===== src/design/usts_pkg.sv =====
// Package for the unordered set table unit: operation and status codes,
// default sizes and the control record that travels down the cell row.
// Used by usts_cell and unordered_set_table_unit; depends on nothing.
package usts_pkg;

   localparam int DEPTH_DEFAULT       = 128;
   localparam int VALUE_WIDTH_DEFAULT = 32;

   typedef enum logic [1:0] {
      FUNC_INSERT = 2'd0,
      FUNC_DELETE = 2'd1,
      FUNC_SEARCH = 2'd2,
      FUNC_MAX    = 2'd3
   } func_type;

   typedef enum logic [1:0] {
      STATUS_OK         = 2'd0,
      STATUS_FULL_EMPTY = 2'd1,
      STATUS_MISS       = 2'd2
   } status_type;

   // Control part of the probe that walks the row, one cell per cycle.
   typedef struct packed {
      logic     active;
      func_type func;
      logic     found;
      logic     have_max;
   } probe_ctrl_type;

endpackage


===== src/design/usts_cell.sv =====
// One cell of the table row: holds one entry and processes the probe as it
// passes, then hands the probe on to the next cell.
// Depends on usts_pkg.
module usts_cell #(
   parameter int DEPTH       = usts_pkg::DEPTH_DEFAULT,
   parameter int VALUE_WIDTH = usts_pkg::VALUE_WIDTH_DEFAULT,
   parameter int INDEX       = 0
) (
   input  logic                           clock,
   input  logic                           reset,
   input  logic [$clog2(DEPTH+1)-1:0]     count,
   input  usts_pkg::probe_ctrl_type       ctrl_in,
   input  logic [VALUE_WIDTH-1:0]         value_in,
   input  logic [$clog2(DEPTH)-1:0]       pos_in,
   input  logic [VALUE_WIDTH-1:0]         maxv_in,
   input  logic [VALUE_WIDTH-1:0]         next_entry,
   output logic [VALUE_WIDTH-1:0]         entry_out,
   output usts_pkg::probe_ctrl_type       ctrl_out,
   output logic [VALUE_WIDTH-1:0]         value_out,
   output logic [$clog2(DEPTH)-1:0]       pos_out,
   output logic [VALUE_WIDTH-1:0]         maxv_out
);
   import usts_pkg::*;

   localparam int PW = $clog2(DEPTH);
   localparam int CW = $clog2(DEPTH + 1);
   localparam logic [PW-1:0] MY_POS = PW'(INDEX);
   localparam logic [CW-1:0] MY_CNT = CW'(INDEX);

   logic [VALUE_WIDTH-1:0] entry_ff, entry_in;
   probe_ctrl_type         ctrl_ff, ctrl_nxt_in;
   logic [VALUE_WIDTH-1:0] value_ff;
   logic [PW-1:0]          pos_ff, pos_nxt_in;
   logic [VALUE_WIDTH-1:0] maxv_ff, maxv_nxt_in;
   logic                   occupied;
   logic                   match;

   always_comb begin
      occupied    = MY_CNT < count;
      match       = ctrl_in.active && occupied && (entry_ff == value_in);
      ctrl_nxt_in = ctrl_in;
      pos_nxt_in  = pos_in;
      maxv_nxt_in = maxv_in;
      entry_in    = entry_ff;

      ctrl_nxt_in.found = ctrl_in.found | match;
      if (!ctrl_in.found && match) begin
         pos_nxt_in = MY_POS;
      end

      if (ctrl_in.active && occupied &&
          (!ctrl_in.have_max || ($signed(entry_ff) > $signed(maxv_in)))) begin
         maxv_nxt_in          = entry_ff;
         ctrl_nxt_in.have_max = 1'b1;
      end

      if (ctrl_in.active) begin
         // A delete pulls every entry from the first match onward down by one.
         if (ctrl_in.func == FUNC_DELETE && (ctrl_in.found || match)) begin
            entry_in = next_entry;
         end
         // An insert lands in the first free cell when no copy was seen.
         if (ctrl_in.func == FUNC_INSERT && !ctrl_in.found && MY_CNT == count) begin
            entry_in = value_in;
         end
      end
   end

   always_ff @(posedge clock) begin
      if (reset) begin
         ctrl_ff <= '0;
      end else begin
         ctrl_ff <= ctrl_nxt_in;
      end
   end

   always_ff @(posedge clock) begin
      entry_ff <= entry_in;
      value_ff <= value_in;
      pos_ff   <= pos_nxt_in;
      maxv_ff  <= maxv_nxt_in;
   end

   assign entry_out = entry_ff;
   assign ctrl_out  = ctrl_ff;
   assign value_out = value_ff;
   assign pos_out   = pos_ff;
   assign maxv_out  = maxv_ff;

endmodule


===== config.mk =====
export PLATFORM = sky130hd
export DESIGN_NAME = usts_cell
export DESIGN_NICKNAME = d
export VERILOG_FILES = /design/src/design/usts_pkg.sv /design/src/design/usts_cell.sv
export SDC_FILE = /design/constraint.sdc
export NUM_CORES = 1
export LEC_CHECK = 0
export BUFFER_PORTS_ARGS = -buffer_cell sky130_fd_sc_hd__buf_2
export CAP_MARGIN = 20
export CORE_ASPECT_RATIO = 1.1
export CORE_MARGIN = 3
export CORE_UTILIZATION = 30
export CTS_BUF_LIST = sky130_fd_sc_hd__clkbuf_4
export CTS_CLUSTER_SIZE = 20
export DETAILED_ROUTE_END_ITERATION = 6
export PLACE_DENSITY = 0.6
export REMOVE_ABC_BUFFERS = 1
export SLEW_MARGIN = 0
export SYNTH_ARGS = -nofsm -noshare
export SYNTH_HDL_FRONTEND = slang
export SYNTH_SLANG_ARGS = --single-unit

===== constraint.sdc =====
create_clock -name clock -period 6.21 [get_ports clock]
set_input_delay 0.3105 -clock clock [delete_from_list [all_inputs] [get_ports clock]]
set_output_delay 0.3105 -clock clock [all_outputs]
set_load 0.01 [all_outputs]

==> metrics, run 1 <==
syn_area_per_cell=13.1 um2; commonest cells in the netlist=76 x dfxtp_1, 34 x mux2_2, 33 x inv_1; P_leak=roughly 3.2 nW; peak per-stage delay on the critical path=between 600 and 700 ps; Post-Syn Area=~0.0047 mm2; routed vias=3707; min Tclk post-route=3140 ps; number of synthesized flops with an enable pin=32; CTS tree=built; Setup violations, final=0; antenna violations before repair=0; P per Cell Area=206 mW/mm2; critical path's slowest cell=and4b_2; largest net degree at the start of global routing=34; FFs w/ async S/R, synth=0; post-CTS sizing=0; worst endpoint data arrival time=3530 ps; H-tree Lvls=3; max-cap violation count=0; Startpoint Class=flip-flop; fmax=0.318 GHz; final net count=about 780; Unique masters post-synth=36; Ys Warns=0; hold_buf cts=41; clock skew=23.3 ps; Max Root-Sink Buffers=2; initial DRC count=82; drt total wl=13.8 mm; postcts setup bufs=0; Final period util=0.506; Antenna Nets Post-Route=0; io pins=226; Initial Util=0.310; CTS root buf=clkbuf_4; die extent in x=126 um; crit-path cells=ha_1, nand4_2, nor4_4, nand2_2, nor3_2, nor4_1, and4b_2, buf_12, mux2_2; DP Wirelength=10.7 mm; status=finished clean; kind of critical path=flip-flop to flip-flop; dpl ws=3030 ps; vias in the first global route=3839; TNS Setup=0 ps; Total GRT Usage=0.160; die footprint=about 0.017 mm2; Synth area leaders=dfxtp_1 32%, edfxtp_1 20%, mux2_4 9.5%; CP Max Fanout=21; Peak VDD IR=0.0000907 V; most frequent cell after synthesis=dfxtp_1; Pre-Repair DR Iteration Count=4; CTS sink count=108; CP endpoint kind=flip-flop; Routed WL per cell=16.5 um; max-slew violations=0; Die H=138 um; Layout area overhead=40.0%; post-synth top area share=0.322; final hold vios=0; Core Rows=47; share of post-route cells with drive strength above 1=0.495; Remaining Overflow, GRT=0; setup ws final=3070 ps; #FFs+latches synth=108; Clock transition at path regs=160 ps; vias per std cell=between 4 and 5; PortBufs=225; worst skew pair latency=490 ps; Finished Core Util=0.434; Worst-Margin Slew=735 ps; post-synthesis sequential area ratio=0.525; Worst EP required=6600 ps; RSZ-0062 raised after global routing=false; core area=0.0152 mm2; Post-Syn Instances=361; # diodes=0; Slew HR=0.506; Worst Hold Class=input pin to flip-flop; clock buffer count from CTS=9; gp weighted congestion=0.801; largest area contributor in the netlist=dfxtp_1; Primary FF master, synth=dfxtp_1; DRC=0; first-pass GRT wire length=21.0 mm
-- per-layer routing --
layer	up-vias	global-route usage	share of wire
met5	-	0	0
met4	0	0.0590	0.012
met2	151	0.277	0.51
met3	9	0.0454	0.076
met1	1730	0.190	0.41
li1	1817	-	-
-- registers in the layout, indices dropped and copies added, names as in the netlist --
name and count:
ctrl_out 5, pos_out 7, value_out 32, entry_out 32, maxv_out 32
-- per-stage QoR --
step           hold slack [ps]  area (um2)  total power, mW  std cells
6_report                  54.1        6610             1.36        835
3_3_place_gp               452        6040             1.03        776
4_1_cts                 0.0843        6590             1.39        834
5_1_grt                   4.14        6610             1.44        835
3_5_place_dp               453        6060             1.03        777
2_1_floorplan              338        4640            0.917        354
-- layout make-up --
| cell class | count | area, um2 |
|---|---|---|
| Clock buffer | 12 | 90.1 |
| Clock inverter | 4 | 26.3 |
| Fill cell | 1447 | 8620 |
| Inverter | 33 | 124 |
| Multi-Input combinational cell | 213 | 2050 |
| Sequential cell | 108 | 2480 |
| Tap cell | 196 | 245 |
| Timing Repair Buffer | 269 | 1590 |
-- worst max-delay path, delay by kind of cell, from the launching register on --
| family | cells | cell delay, ps |
|---|---|---|
| buf+inv | 1 | 280 |
| simple gates | 6 | 1530 |
| fa+ha+maj | 1 | 360 |
| mux | 1 | 360 |
| flops | 1 | 510 |
-- logic make-up after synthesis --
logic type                 after synthesis  share of synthesized area
DFF                                    108                      0.525
muxes                                   64                      0.176
and+or+nand+nor                         60                     0.0779
buffers and inverters                   40                     0.0437
xor gates and xnor gates                32                     0.0593
adders and majority gates               32                     0.0847
AOI/OAI and AO/OA                       25                     0.0326
-- where the power goes --
group | leakage [nW] | internal (mW) | switching (mW)
clock | 0.0673 | 0.0957 | 0.231
sequential | 0.932 | 0.767 | 0.0157
combinational | 2.16 | 0.136 | 0.117
total | 3.16 | 0.998 | 0.363
-- path summary, 6_finish.rpt --
kind / end / slack [ps] / cells after the start / from
worst min-delay path: maxv_out[12] / 50 / 2 / maxv_in[12]
worst max register to register: maxv_out[0] / 3070 / 9 / entry_out[30]
worst max-delay path: maxv_out[0] / 3070 / 9 / entry_out[30]
worst min register to register: maxv_out[15] / 600 / 1 / entry_out[15]
-- cell usage in the layout, fill, tap and decap left out, drive strengths merged, types with 2 or more instances in the layout --
| cell type | Yosys | final |
|---|---|---|
| clkinv | 0 | 3 |
| nand3 | 4 | 4 |
| xor2 | 24 | 24 |
| xnor2 | 8 | 8 |
| edfxtp | 32 | 32 |
| a21boi | 2 | 2 |
| dlygate4sd3 | 0 | 41 |
| nor4 | 11 | 11 |
| nor2b | 12 | 12 |
| clkbuf | 3 | 12 |
| a21oi | 14 | 14 |
| nor3 | 2 | 2 |
| ha | 32 | 32 |
| nor2 | 5 | 5 |
| nand4 | 10 | 10 |
| inv | 33 | 33 |
| nand2 | 10 | 10 |
| dfxtp | 76 | 76 |
| nand3b | 3 | 3 |
| mux2 | 64 | 64 |
| o21ai | 3 | 3 |
| buf | 4 | 228 |
(Power assumes the default switching activity.)
==> run 2: changes to the inputs <==
PLACE_DENSITY = 0.62   (was 0.6)
clock period = 2.55 ns   (was 6.21 ns; I/O delays follow)
==> run 2 against run 1 <==
  * The run now ends with setup timing left
  * Count of clock-buffer cells in the layout fell by 2
  * Combinational power rose to 3.5 times the previous value
  * Sequential power increased by 140%
  * Clock skew decreased by 4.6 ps
  * Sequential cell count unchanged
  * Via count is 17% higher
  * Largest power group unchanged
  * Highest routed layer unchanged
  * Design area is 24% higher
==> metrics, run 2 (same netlist as run 1, synthesis figures left out) <==
NetSw=0.974 mW; critical path's slowest cell=or4_4; Switching Share=0.274; CP Max Fanout=12; Final period util=1.08; Remaining Overflow, GRT=0; instance count on the critical path=10; gp weighted congestion=~0.84; commonest cells after routing, fill and taps aside=225 x buf_2, 109 x dlygate4sd3_1, 76 x dfxtp_1, 54 x buf_4; crit-path cells=xor2_1, nor4_2, buf_4, nand4_1, or4_4, nand2b_4, nand3b_1, a21boi_4, buf_12, buf_12; Pre-Repair DR Iteration Count=4; clock buffer count from CTS=9; Pwr Total=3.56 mW; CP endpoint kind=flip-flop; Initial Util=0.310; CP startpoint=entry_out[0]; Cell Count Post-Placement=826; RSZ-0062 raised after global routing=true; DP Wirelength=11.6 mm; vias in the first global route=approximately 4800; final hold vios=0; Routed WL per cell=17.3 um; max-cap violation count=0; Reg power frac=0.535; final net count=922; Total GRT Usage=0.188; H-tree Lvls=3; worst hold slack=just under 300 ps; Design Area, Final=~0.0082 mm2; RR Startpoint=entry_out[0]; P per Cell Area=433 mW/mm2; PortBufs=225; largest net degree at the start of global routing=34; Slew HR=0.641; delay-heaviest family, CP=simple AND/OR/NAND/NOR gates; worst skew pair latency=490 ps; Worst EP required=2760 ps; status=finished, violations left; combinational fraction of design power=0.248; Worst-Margin Slew=533 ps; antenna violations before repair=1; final cell count without fillers=between 900 and 1000; CTS root buf=clkbuf_4; drt total wl=16.9 mm; RR Endpoint=entry_out[9]; P_leak=3.85 nW; CTS tree=built; Max Root-Sink Buffers=2; first-pass GRT wire length=25.1 mm; CP most frequent cell=buf_12; worst endpoint data arrival time=2950 ps; fmax=0.365 GHz; TNS Setup=-9680 ps; placed cell area=about 0.0065 mm2; Die H=138 um; Core Rows=47; clock skew=18.8 ps; routed vias=about 4300; io pins=226; Worst Hold Class=input pin to flip-flop; Internal=about 2.6 mW; Peak VDD IR=0.000276 V; setup ws final=-193 ps; Startpoint Class=flip-flop; Layout area overhead=74.0%; worst hold path stage count=2; kind of critical path=flip-flop to flip-flop; R2R Setup Slk=-190 ps; commonest non-fill, non-tap cell in the layout=buf_2; core area=0.0152 mm2; die footprint=0.0173 mm2; Antenna Nets Post-Route=0; Clock transition at path regs=about 160 ps; buffer and inverter count on the worst path=3; vias per std cell=4.46; initial DRC count=174; DRC=0; clock power share=0.217; peak per-stage delay on the critical path=490 ps; dpl ws=-361 ps; min Tclk post-route=2740 ps; crit path capture=entry_out[9]; share of post-route cells with drive strength above 1=0.532; Setup violations, final=64; Finished Core Util=0.540; max-slew violations=0; CTS sink count=between 100 and 150; die extent in x=roughly 130 um; failing checks=setup timing; worst r2r path cells=10
[run 2: cell type report]
| cell class | count | area [um2] |
|---|---|---|
| Sequential cell | 108 | 2480 |
| Clock inverter | 6 | 31.3 |
| Antenna cell | 1 | 2.50 |
| Timing Repair Buffer | 407 | 2960 |
| Inverter | 33 | 124 |
| Fill cell | 1269 | 7010 |
| Clock buffer | 10 | 75.1 |
| Tap cell | 196 | 245 |
| Multi-Input combinational cell | 213 | 2300 |
[run 2: layer usage]
| metal | up-vias | part of all wire | track usage |
|---|---|---|---|
| li1 | 2099 | - | - |
| met1 | 2052 | 0.39 | 0.209 |
| met2 | 165 | 0.53 | 0.355 |
| met3 | 25 | 0.058 | 0.0458 |
| met4 | 0 | 0.018 | 0.0590 |
| met5 | - | 0 | 0 |
[run 2: how the worst min path moves through the flow]
stage,slack [ps],start,end
5_1_grt,270,value_in[8],value_out[8]
3_3_place_gp,270,value_in[12],value_out[12]
2_1_floorplan,160,value_in[0],value_out[0]
6_report,290,value_in[4],value_out[4]
3_5_place_dp,270,value_in[8],value_out[8]
4_1_cts,240,value_in[4],value_out[4]
[run 2: power groups by stage]
stage | registers, mW | clock network [mW] | logic [mW]
4_1_cts | 1.90 | 0.810 | 0.856
6_report | 1.90 | 0.773 | 0.884
3_3_place_gp | 1.94 | 0 | 0.626
5_1_grt | 1.91 | 0.869 | 0.952
3_5_place_dp | 1.94 | 0 | 0.636
2_1_floorplan | 1.99 | 0 | 0.240
[run 2: repair_timing]
action,in CTS,in global routing
buffers inserted,15,4
pin swaps,13,18
cloned,3,2
setup endpoints to repair,64,64
endpoints found under the hold margin,108,0
hold buffers,109,0
gates resized for setup,31,16
[run 2: worst register-to-register path, stage by stage, from the launching register on]
cell	delay, ps
edfxtp_1	450
xor2_1	190
nor4_2	350
buf_4	170
nand4_1	130
or4_4	490
nand2b_4	90
nand3b_1	120
a21boi_4	180
buf_12	150
buf_12	150
==> run 3: changes to the inputs <==
CELL_PAD_IN_SITES_DETAIL_PLACEMENT = 1   (was not set)
CELL_PAD_IN_SITES_GLOBAL_PLACEMENT = 2   (was not set)
CORE_UTILIZATION = 27   (was 30)
PLACE_DENSITY = 0.75   (was 0.62)
==> run 3 against run 2 <==
  * The run still ends with setup timing left
  * Design area shrank 1.9%
  * Wire length grew 2.8%
  * Sequential share of layout area grew 0.60 points
  * Non-clock buffer count shrank 6
  * Fmax shrank 1.3%
  * Critical path depth is the same
  * Sequential cell count is the same
  * Core utilization shrank 6.8 points
  * Combinational power shrank 7.9%
  * Die area grew 11%
  * Critical path type unchanged
  * Largest cell class unchanged
==> metrics, run 3 (same netlist as run 1, synthesis figures left out) <==
DRC=0; CP endpoint kind=flip-flop; Total GRT Usage=0.177; Slew HR=0.681; antenna violations before repair=0; failing checks=setup timing; commonest non-fill, non-tap cell in the layout=buf_2; vias per std cell=approximately 4.3; Pwr Total=roughly 3.6 mW; setup ws final=-229 ps; worst hold slack=116 ps; Startpoint Class=flip-flop; first-pass GRT wire length=26.5 mm; CTS sink count=between 100 and 150; CP Max Fanout=9; Worst Hold Class=input pin to flip-flop; drt total wl=17.3 mm; crit-path cells=ha_4, nand2_1, buf_4, nor4_4, nand2_2, nor3_2, nor4_1, and4b_4, buf_12, mux2_2; Pre-Repair DR Iteration Count=4; die extent in x=132 um; core area=0.0171 mm2; max-cap violation count=0; DP Wirelength=around 13 mm; Remaining Overflow, GRT=0; fmax=0.360 GHz; worst skew pair latency=470 ps; Layout area overhead=70.7%; Cell Count Post-Placement=roughly 860; Setup violations, final=64; Die H=145 um; Final period util=1.09; critical path's slowest cell=edfxtp_1; Max Root-Sink Buffers=2; H-tree Lvls=3; status=finished, violations left; Clock transition at path regs=around 160 ps; die footprint=0.0191 mm2; worst endpoint data arrival time=about 3200 ps; final hold vios=0; RSZ-0062 raised after global routing=true; P_leak=3.82 nW; buffer and inverter count on the worst path=2; Peak VDD IR=0.000372 V; final cell count without fillers=between 1000 and 1500; P per Cell Area=447 mW/mm2; initial DRC count=92; Initial Util=0.277; CTS tree=built; # diodes=0; largest net degree at the start of global routing=21; Antenna Nets Post-Route=0; commonest cells after routing, fill and taps aside=225 x buf_2, 108 x dlygate4sd3_1, 76 x dfxtp_1, 55 x buf_4; Fillers=1915; CTS root buf=clkbuf_4; PortBufs=225; gp weighted congestion=0.761; io pins=between 200 and 250; vias in the first global route=around 4900; routed vias=4309; final net count=916; max-slew violations=0; clock buffer count from CTS=9; share of post-route cells with drive strength above 1=0.508; Core Rows=50; peak per-stage delay on the critical path=500 ps; min Tclk post-route=2780 ps; delay-heaviest family, CP=simple AND/OR/NAND/NOR gates; dpl ws=-267 ps; Worst EP required=2930 ps; kind of critical path=flip-flop to flip-flop; Worst-Margin Slew=roughly 470 ps; Routed WL per cell=17.3 um; clock skew=18.2 ps
[run 3: changes by cell type in the layout (fill, tap and decap cells not counted), sizes merged]
cell / before / now
buf: 297 / 291
bufinv: 0 / 1
clkbuf: 11 / 13
clkinv: 5 / 3
clkinvlp: 1 / 0
diode: 1 / 0
dlygate4sd3: 109 / 108
inv: 33 / 34
[run 3: where the power goes]
part / internal [mW] / total (mW) / switching, mW
Sequential: 1.87 / 1.90 / 0.0374
Combinational: 0.469 / 0.814 / 0.345
Clock: 0.320 / 0.884 / 0.564
[run 3: final timing paths]
| path | from | end | slack [ps] | cells after the start |
|---|---|---|---|---|
| setup / recovery | entry_out[22] | maxv_out[31] | -230 | 10 |
| hold / removal | ctrl_in[1] | pos_out[5] | 120 | 4 |
| setup reg to reg | entry_out[22] | maxv_out[31] | -230 | 10 |
| hold reg to reg | entry_out[29] | maxv_out[29] | 620 | 1 |
[run 3: layout make-up]
class,instances,area [um2],share of cell area
multi-input combinational,213,2160,0.268
clock buffer,11,82.6,0.0102
inverter,33,124,0.0154
sequential,108,2480,0.308
clock inverter,5,52.6,0.00652
timing repair buffer,401,2870,0.355
tap,234,293,0.0363
[run 3: metrics by stage]
| stage | utilization | TNS, ps | cell area [um2] |
|---|---|---|---|
| final | 0.472 | -12410 | 8060 |
| after detailed placement | 0.379 | -14850 | 6480 |
| after CTS | 0.461 | -9730 | 7880 |
| after global routing | 0.472 | -18950 | 8060 |
| after global placement | 0.379 | -11010 | 6480 |
| after floorplan | - | -90030 | 4640 |
[run 3: worst min-delay path, stage by stage]
cell     delay [ps]
buf_2           120
nor2_1           70
buf_4           150
nor2b_1          90
[run 3: repair_timing]
item / in CTS / in global routing
pin swaps: 5 / 1
setup buffers: 8 / 7
hold buffers: 108 / 0
hold endpoints to repair: 108 / 0
resized for setup: 13 / 15
cloned: 2 / 2
endpoints found under the setup margin: 64 / 64
[run 3: per-layer routing]
metal  routed length (um)  vias to the layer above  track usage  part of all wire
met5                    0                        -            0                 0
met1                 6820                     2068        0.202              0.39
li1                     -                     2087            -                 -
met2                 9470                      136        0.338              0.55
met4                  257                        0       0.0376             0.015
met3                  793                       18       0.0405             0.046
